[src/hw/rtl/ring_walk_visit_tracker_defines.svh]
// Assertion macros for the ring walk visit tracker.
// Included by the top level; no other dependencies.
`ifndef RING_WALK_VISIT_TRACKER_DEFINES_SVH
`define RING_WALK_VISIT_TRACKER_DEFINES_SVH

`ifndef NO_ASSERTIONS
`define RWVT_ASSERT_IMPLY(label, clk, rst_n, ante, cons) \
	label: assert property (@(posedge clk) disable iff (!rst_n) (ante) |-> (cons)) \
		else $error("rwvt assertion failed");
`define RWVT_ASSERT_NEXT(label, clk, rst_n, ante, cons) \
	label: assert property (@(posedge clk) disable iff (!rst_n) (ante) |=> (cons)) \
		else $error("rwvt assertion failed");
`else
`define RWVT_ASSERT_IMPLY(label, clk, rst_n, ante, cons)
`define RWVT_ASSERT_NEXT(label, clk, rst_n, ante, cons)
`endif

`endif

[src/hw/rtl/rwvt_wrap.sv]
// Iterative remainder unit that folds a position back onto the ring, one bit per cycle.
// No dependencies.
module rwvt_wrap #(
	parameter int VW = 11,
	parameter int DW = 11
) (
	input  logic          clk,
	input  logic          arst_n,
	input  logic          start,
	input  logic [VW-1:0] value,
	input  logic [DW-1:0] modulus,
	output logic          done,
	output logic [DW-1:0] result
);

	localparam int CW = $clog2(VW + 1);

	logic [VW-1:0] val_q;
	logic [DW-1:0] rem_q;
	logic [DW-1:0] mod_q;
	logic [CW-1:0] cnt_q;
	logic          busy_q;
	logic          done_q;
	logic [DW:0]   trial;
	logic [DW:0]   diff;

	assign trial = {rem_q, val_q[VW-1]};
	assign diff  = trial - {1'b0, mod_q};

	always_ff @(posedge clk or negedge arst_n) begin
		if (!arst_n) begin
			busy_q <= 1'b0;
			done_q <= 1'b0;
			cnt_q  <= '0;
		end else begin
			done_q <= !start && busy_q && (cnt_q == CW'(1));
			if (start) begin
				busy_q <= 1'b1;
				cnt_q  <= CW'(VW);
			end else if (busy_q) begin
				cnt_q <= cnt_q - CW'(1);
				if (cnt_q == CW'(1)) begin
					busy_q <= 1'b0;
				end
			end
		end
	end

	always_ff @(posedge clk) begin
		if (start) begin
			val_q <= value;
			rem_q <= '0;
			mod_q <= modulus;
		end else if (busy_q) begin
			val_q <= val_q << 1;
			if (trial >= {1'b0, mod_q}) begin
				rem_q <= diff[DW-1:0];
			end else begin
				rem_q <= trial[DW-1:0];
			end
		end
	end

	assign done   = done_q;
	assign result = rem_q;

endmodule
[config.mk]
export PLATFORM = sky130hd
export DESIGN_NAME = rwvt_wrap
export DESIGN_NICKNAME = d
export VERILOG_FILES = /design/src/hw/rtl/ring_walk_visit_tracker_defines.svh /design/src/hw/rtl/rwvt_wrap.sv
export SDC_FILE = /design/constraint.sdc
export NUM_CORES = 1
export LEC_CHECK = 0
export BUFFER_PORTS_ARGS = -buffer_cell sky130_fd_sc_hd__buf_2
export CAP_MARGIN = 20
export CELL_PAD_IN_SITES_DETAIL_PLACEMENT = 1
export CELL_PAD_IN_SITES_GLOBAL_PLACEMENT = 1
export CORE_ASPECT_RATIO = 0.9
export CORE_UTILIZATION = 43
export DETAILED_ROUTE_END_ITERATION = 8
export PLACE_DENSITY_LB_ADDON = 0.15
export SLEW_MARGIN = 40
export SYNTH_ARGS = -nofsm -noshare
export SYNTH_HDL_FRONTEND = slang
export SYNTH_SLANG_ARGS = --single-unit
[constraint.sdc]
create_clock -name clk -period 3.5 [get_ports clk]
set_clock_uncertainty 0.1 [all_clocks]
set_input_delay 0.175 -clock clk [delete_from_list [all_inputs] [get_ports clk]]
set_output_delay 0.175 -clock clk [all_outputs]
set_load 0.05 [all_outputs]
# After elaboration in Yosys (flattened, before gate mapping)
# Cells that the tools add are included.
[classes]
n_addsub = 2
n_lt_le_gt_ge = 1
eq_ne = 1
n_mux = 8
reduce_logical = 4
[ops]
columns = ["cell", "count"]
rows = [
  ["two-way mux 11 bit", 3],
  ["greater-or-equal comparator 12 x 11 -> 1 bit", 1],
  ["subtractor 11 bit", 1],
  ["two-way mux 4 bit", 2],
  ["== test 4 x 1 -> 1 bit, second input constant", 1],
  ["subtractor 4 x 1 -> 4 bit, second input constant", 1],
  ["two-way mux 1 bit", 3],
  ["logical AND 1 bit", 2],
  ["nonzero test 2 bit", 1],
  ["zero test 1 bit", 1],
]
[word_totals]
ff_bits = 39
inputBits = 25

# Logic depth before layout (Yosys ltp)
# Gate-level depths: netlist of run 1.
[logic_depth]
word_depth = 4
depth_mapped = 11
depth_no_buf = 9

# Worst setup path before layout of run 1
# OpenSTA, ideal clock, no wires.
[synth_path]
path_type = "reg-to-reg"
startpoint = "reg rem_q[0], in the netlist result[0]"
endpoint = "reg rem_q[6], in the netlist result[6]"
arrival_time_ns = 2.606
setup_slack_ns = 0.665
path_stages_with_launch = 11
path_buffers = 2
synth_period_minus_slack_ns = 2.835
cell_sequence = "dfxtp_1 inv_1 fa_1 nand2b_1 o2bb2ai_1 a2111oi_2 or3_1 buf_6 buf_4 mux2i_1 o22ai_1"
[synth_via]
elab_chain_cells = 2
[synth_rtl]
columns = ["item", "line", "text"]
rows = [
  ["from (decl)", "rwvt_wrap.sv:19", "logic [DW-1:0] rem_q;"],
  ["from (signal assigned)", "rwvt_wrap.sv:57", "rem_q <= diff[DW-1:0];"],
  ["from (signal assigned)", "rwvt_wrap.sv:59", "rem_q <= trial[DW-1:0];"],
  ["subtractor 11 bit / greater-or-equal comparator 12 x 11 -> 1 bit (equally long branches)", "rwvt_wrap.sv:28, rwvt_wrap.sv:56", ""],
  ["two-way mux 11 bit (*)", "rwvt_wrap.sv:56", "if (trial >= {1'b0, mod_q}) begin"],
]
# Every way passes the cells marked *; elsewhere a longest branch is shown, timed or not.
# A chain may end at the register's enable or synchronous reset.

# Worst setup path in the final report of run 1
[layout_path]
startpoint = "reg val_q[10]"
endpoint = "reg rem_q[3], in the netlist result[3]"
[layout_via]
elab_chain_cells = 2
[layout_rtl]
columns = ["item", "line", "text"]
rows = [
  ["from (decl)", "rwvt_wrap.sv:18", "logic [VW-1:0] val_q;"],
  ["from (signal assigned)", "rwvt_wrap.sv:51", "val_q <= value;"],
  ["from (signal assigned)", "rwvt_wrap.sv:55", "val_q <= val_q << 1;"],
  ["subtractor 11 bit / greater-or-equal comparator 12 x 11 -> 1 bit (equally long branches)", "rwvt_wrap.sv:28, rwvt_wrap.sv:56", ""],
  ["two-way mux 11 bit (*)", "rwvt_wrap.sv:56", ""],
]
# Marked as above.

==> results by group, run 1 <==
Min path
  • Hold Path Class: primary input to flop

Floorplanning
  • DIE HEIGHT: 68.6 um
  • Starting density of the core: 46.3%
  • Die width: 76.0 um
  • Core area: 4580 sq um
  • Die area: 5210 sq um
  • Row count: 23
  • Io pins: 37

Yosys
  • Yosys Warn Count: 0
  • Synth Cell Area: 2120 sq um
  • Synth area leaders: edfxtp_1 31%, dfxtp_1 10%, ha_1 7.7%
  • Biggest area consumer among synthesized cells: edfxtp_1
  • Synth Area in XOR/XNOR: under 10%
  • Multiplexer share of the synthesized area: 9.34%
  • Post-synthesis register bit count: 39
  • Share of the synthesized area in the top cell type: 31.2%
  • Synth async-reset ratio: 15.4%
  • Synth Area in Adders: 8.63%
  • Number of synthesized flops with an enable pin: 22
  • Most used DFF post-synth: edfxtp_1
  • Cells after Synth: 192
  • Post-synthesis compound-gate area fraction: 12.2%
  • Post-Synth Simple-Gate Area: about an eighth
  • Net Count, Synth: 231
  • Distinct cells, synth: 50
  • Synthesized area per cell: between 10 and 15 sq um
  • Largest family of logic cells by synthesized area: simple AND/OR/NAND/NOR gates
  • Seq/Total Area, Yosys: 48.7%

Place
  • Detailed-placement wirelength estimate: 3.44 mm
  • Routability cong.: 0.865
  • Number of port buffers: 36

Outcome
  • Status: complete, no violations

Worst setup path
  • Critical Path AT: ~3 ns
  • Crit Path Class: flop to flop
  • CP Cell Sequence: inv_1, ha_1, fa_1, nand2b_1, o2bb2ai_1, a2111oi_2, or3_1, buf_4, mux2i_1, o21ai_0
  • Worst Setup End Kind: flop
  • Worst path slowest cell: or3_1
  • Crit-path leading delay family: simple AND/OR/NAND/NOR gates
  • Critical Path RT: 3.57 ns
  • CP max stage delay: 0.49 ns
  • WP buf/inv: 2
  • Worst setup SP type: flop
  • Crit-path max FO: 11

CTS
  • CTS Sinks: 39
  • Post_cts resized: 0
  • Clock root buffer: clkbuf_8
  • Worst-path clk slew: 0.09 ns
  • Clk_lat worst skew: just under 0.3 ns
  • Max clock buf depth: 2
  • CTS buffer count: 5
  • TritonCTS clock tree: yes
  • # H-tree levels: 2

Global route
  • Global-route wire length before repair: 7.78 mm
  • Remaining Overflow, GRT: 0
  • Largest net degree at the start of global routing: 25
  • Initial antenna violation count: 0
  • GR Util All Layers: roughly a fifth
  • Vias in the first global route: 1693

STA
  • Minimum clock period: approximately 2.9 ns
  • Setup violators final: 0
  • Setup TNS: 0 ns
  • Final count of hold timing violations: 0
  • FMAX: 340 MHz
  • RSZ-0062 raised after global routing: no
  • Max Slew Vio Count: 0
  • Slew @ Worst Pin: 0.629 ns
  • Period utilisation layout: a little over four fifths
  • Max transition margin: 57.9%

Power and ir drop
  • Static Leakage: between 1 and 1.5 nW
  • VDD IR max: 371 uV
  • P per Cell Area: 755 nW/um^2
  • PnR Total Power: 0.00195 W

Cells and area
  • Final nets: 281
  • Layout area overhead: 22.3%
  • Share of cells above drive strength 1: between 20% and 30%
  • Diodes inserted: 0

Routing
  • WL per Instance: ~16 um
  • DRT iter0 DRCs: slightly below 70
  • DR DRC count: 0
  • Vias: about 1.6k
  • DRT antenna net count: 0
  • Vias per cell: 5.24
  • Total Wirelength: between 4 and 5 mm
  • TritonRoute pass-1 iters: 4

Job
  • Max_cap viols: 0
synth_stat cells (2+ instances only):
library cell  count
ha_1             13
and3_1            2
nor2_1           10
nand3_1           3
a21o_1            5
or3_1             2
o21ai_0           7
nor2b_1           2
xor2_1            3
edfxtp_1         22
a21oi_1           4
clkbuf_1          4
inv_1            18
o31ai_1           2
nor4_1            2
nand2b_1          7
xnor2_1           6
mux2i_1           7
dfrtp_1           6
dfxtp_1          11
nor3_1            3
a31oi_1           2
mux2_2           10
nand2_1          15
placed cells by master (no fill, tap or decap), drive strengths merged, types with 6 or more instances in the layout:
cell type / synthesis / layout
buf: 3 / 38
dfxtp: 11 / 11
dfrtp: 6 / 6
nand2b: 7 / 7
nand2: 15 / 15
ha: 13 / 13
dlygate4sd3: 0 / 12
o21ai: 7 / 7
edfxtp: 22 / 22
nor2: 10 / 10
mux2: 11 / 11
inv: 18 / 19
mux2i: 7 / 7
xnor2: 6 / 6
layer usage:
layer | track usage [%] | vias to the layer above | part of all wire [%]
li1 | - | 791 | -
met1 | 23.0 | 780 | 45
met2 | 36.8 | 25 | 51
met3 | 3.55 | 2 | 2.8
met4 | 5.77 | 0 | 0.53
met5 | 0 | - | 0
through the flow:
| step | hold slack, ns | cells | utilization (%) | worst slack, ns | cell area (sq um) |
|---|---|---|---|---|---|
| final | 0.0783 | 305 | 56.6 | 0.561 | 2590 |
| after global placement | -0.0996 | 285 | 51.4 | 0.691 | 2350 |
| after detailed placement | -0.0957 | 285 | 51.4 | 0.594 | 2350 |
| after floorplan | -0.221 | 192 | - | 0.665 | 2120 |
| after global routing | 0.0732 | 305 | 56.6 | 0.329 | 2590 |
| after CTS | 0.0625 | 305 | 56.6 | 0.551 | 2590 |
area by class of cell:
class,instances,area (sq um)
fillers,504,1990
clock buffers,5,68.8
inverters,18,67.6
multi-input cells,128,981
clock inverters,3,47.5
flip-flops and latches,39,1030
well taps,62,77.6
repair buffers,50,315
power breakdown:
part | switching (W) | internal, W
Clock | 0.000174 | 0.000216
Combinational | 0.000578 | 0.000348
Sequential | 0.0000700 | 0.000568
Total | 0.000823 | 0.00113
logic make-up (layout without fill, tap and decap cells):
| family | count (synthesis) | after routing |
|---|---|---|
| buffers and inverters | 25 | 76 |
| multiplexers | 18 | 18 |
| XOR/XNOR | 9 | 9 |
| AND/OR/NAND/NOR | 52 | 52 |
| adder cells (fa/ha/maj) | 14 | 14 |
| AO/OA/AOI/OAI | 35 | 35 |
| flip-flops | 39 | 39 |
timing repair:
item / 4_1_cts / 5_1_grt
hold endpoints to repair: 17 / 0
hold buffers: 12 / 0
setup buffers: 0 / 0
sequential cells by signal, indices dropped and copies added (netlist names):
signal / flops
mod_q: 11
result: 11
val_q: 11
cnt_q: 4
busy_q: 1
done: 1
worst paths after layout:
path                            slack [ns]        end  cells past startpoint       from
worst max-delay path                  0.56  result[3]                     10  val_q[10]
worst min-delay path                  0.08   val_q[3]                      2   value[3]
worst max register to register        0.56  result[3]                     10  val_q[10]
worst min register to register        0.40  result[8]                      2  result[8]
max in group asynchronous             3.04   cnt_q[0]                      2     arst_n
min in group asynchronous             0.12     busy_q                      2     arst_n
Power figures use the tool's default switching activity.
==> inputs of run 2 (changes only) <==
--- a/config.mk
+++ b/config.mk
@@ -10,7 +10,7 @@
 export CELL_PAD_IN_SITES_DETAIL_PLACEMENT = 1
 export CELL_PAD_IN_SITES_GLOBAL_PLACEMENT = 1
 export CORE_ASPECT_RATIO = 0.9
-export CORE_UTILIZATION = 43
+export CORE_UTILIZATION = 39
 export DETAILED_ROUTE_END_ITERATION = 8
 export PLACE_DENSITY_LB_ADDON = 0.15
 export SLEW_MARGIN = 40
==> constraint.sdc (replaced) <==
create_clock -name clk -period 2.5 [get_ports clk]
set_clock_uncertainty 0.1 [all_clocks]
set_input_delay 0.125 -clock clk [delete_from_list [all_inputs] [get_ports clk]]
set_output_delay 0.125 -clock clk [all_outputs]
set_load 0.05 [all_outputs]
==> results by group, run 2 (synthesized netlist as in run 1, its figures left out) <==
Worst setup path
  • Critical Path AT: 2.61 ns
  • Crit-path leading delay family: compound AO/OA/AOI/OAI gates
  • Worst path slowest cell: edfxtp_1
  • Worst setup SP type: flop
  • WP buf/inv: 3
  • WP depth: 11
  • CP dominant cell by count: buf_4
  • Crit-path max FO: 2
  • Worst Setup End Kind: flop
  • Critical Path RT: 2.58 ns
  • CP Cell Sequence: ha_4, fa_2, nand2b_4, o2bb2ai_4, a2111oi_4, buf_4, buf_4, buf_4, nor2_1, nor3_1, o31ai_1
  • Cell count of the worst reg-to-reg path: 11
  • CP max stage delay: about 0.44 ns
  • Crit Path Class: flop to flop

Routing
  • Vias: 1746
  • DR DRC count: 0
  • Total Wirelength: 5.25 mm
  • DRT iter0 DRCs: 49
  • DRT antenna net count: 0
  • TritonRoute pass-1 iters: 5
  • Vias per cell: roughly 5.4
  • WL per Instance: 16.1 um

CTS
  • TritonCTS clock tree: yes
  • Worst-path clk slew: 0.08 ns
  • Clk_lat worst skew: about 0.29 ns
  • CTS buffer count: 5
  • Clock root buffer: clkbuf_8
  • # H-tree levels: 2
  • CTS Sinks: 39
  • Max clock buf depth: 2

Power and ir drop
  • P per Cell Area: roughly 1000 nW/um^2
  • VDD IR max: 562 uV
  • Static Leakage: 1.25 nW

Floorplanning
  • Row count: 25
  • DIE HEIGHT: 71.9 um
  • Die area: roughly 5700 sq um
  • Core area: between 5000 and 6000 sq um
  • Die width: 79.7 um
  • Io pins: 37
  • Starting density of the core: 40.3%

Cells and area
  • Most common cell after layout, fill and taps aside: buf_2
  • Final nets: 297
  • Layout area overhead: 31.7%
  • Commonest non-fill, non-tap cells in the layout: 36 x buf_2, 22 x edfxtp_1, 16 x inv_1, 16 x buf_4, 15 x nand2_1
  • Share of cells above drive strength 1: about a third
  • Diodes inserted: 0
  • Final Util: roughly 53%

STA
  • Setup WS post-layout: -0.0284 ns
  • RSZ-0062 raised after global routing: yes
  • Max Slew Vio Count: 0
  • Minimum clock period: approximately 2.5 ns
  • Slew @ Worst Pin: between 0.4 and 0.5 ns
  • Setup violators final: 5
  • FMAX: 396 MHz
  • Max transition margin: roughly two thirds
  • Final count of hold timing violations: 0
  • Period utilisation layout: 101%

Min path
  • Hold path cells: 2
  • Hold Path Class: primary input to flop

Global route
  • Initial antenna violation count: 0
  • GR Util All Layers: 20.2%
  • Vias in the first global route: 1812
  • Largest net degree at the start of global routing: 32
  • Global-route wire length before repair: 8.66 mm
  • Remaining Overflow, GRT: 0

Outcome
  • Status: finished, violations left
  • Failing checks: setup timing

Place
  • Detailed-placement wirelength estimate: roughly 3.6 mm
  • Number of port buffers: 36
  • Setup WS pre-CTS: -0.138 ns
  • Routability cong.: 0.775

Job
  • Max_cap viols: 0
-- run 2: timing repair --
action,4_1_cts,5_1_grt
gates cloned,0,0
setup endpoints to repair,11,11
setup buffers,1,3
endpoints found under the hold margin,19,0
hold buffers,13,0
pin swaps,5,8
gates resized for setup,7,2
-- run 2: area by class of cell --
cell class                      count  area, sq um
Tap cell                           67         83.8
Sequential cell                    39         1040
Timing Repair Buffer               66          442
Multi-Input combinational cell    128         1040
Clock buffer                        5         68.8
Fill cell                         577         2470
Clock inverter                      3         43.8
Inverter                           18         67.6
-- run 2: metal layers --
metal / up-vias / wire, um / track usage [%]
met5: - / 0 / 0
met4: 0 / 129 / 7.47
met3: 13 / 158 / 4.15
met2: 34 / 2760 / 36.5
met1: 881 / 2200 / 23.5
li1: 818 / - / -
-- run 2: path summary, 6_finish.rpt --
check                                from        end  slack (ns)
worst max-delay path             mod_q[0]  result[8]       -0.03
worst min-delay path             value[0]   val_q[0]        0.01
worst max register to register   mod_q[0]  result[8]       -0.03
worst min register to register  result[8]  result[8]        0.39
max in group asynchronous          arst_n     busy_q        2.07
min in group asynchronous          arst_n   cnt_q[0]        0.09
-- run 2: power by group --
group	leakage [nW]	internal, W	switching [W]
Combinational	0.805	0.000616	0.000872
Clock	0.0581	0.000297	0.000237
Sequential	0.384	0.000802	0.0000998
-- run 2: worst reg2reg max path, delay by kind of cell, from the launching register on --
family	cells	cell delay [ns]
compound gates	3	0.60
fa+ha+maj	2	0.54
buf+inv	3	0.35
flops	1	0.44
simple gates	3	0.38
-- run 2: through the flow --
stage | power, W | area, sq um | TNS, ns | hold slack, ns | std cells
after global placement | 0.00223 | 2460 | -0.00686 | -0.146 | 301
after global routing | 0.00308 | 2790 | -0.885 | 0.0277 | 326
after CTS | 0.00290 | 2760 | 0 | 0.00950 | 323
after detailed placement | 0.00228 | 2460 | -0.900 | -0.144 | 301
final | 0.00292 | 2790 | -0.0980 | 0.0142 | 326
after floorplan | 0.00192 | 2130 | 0 | -0.271 | 192
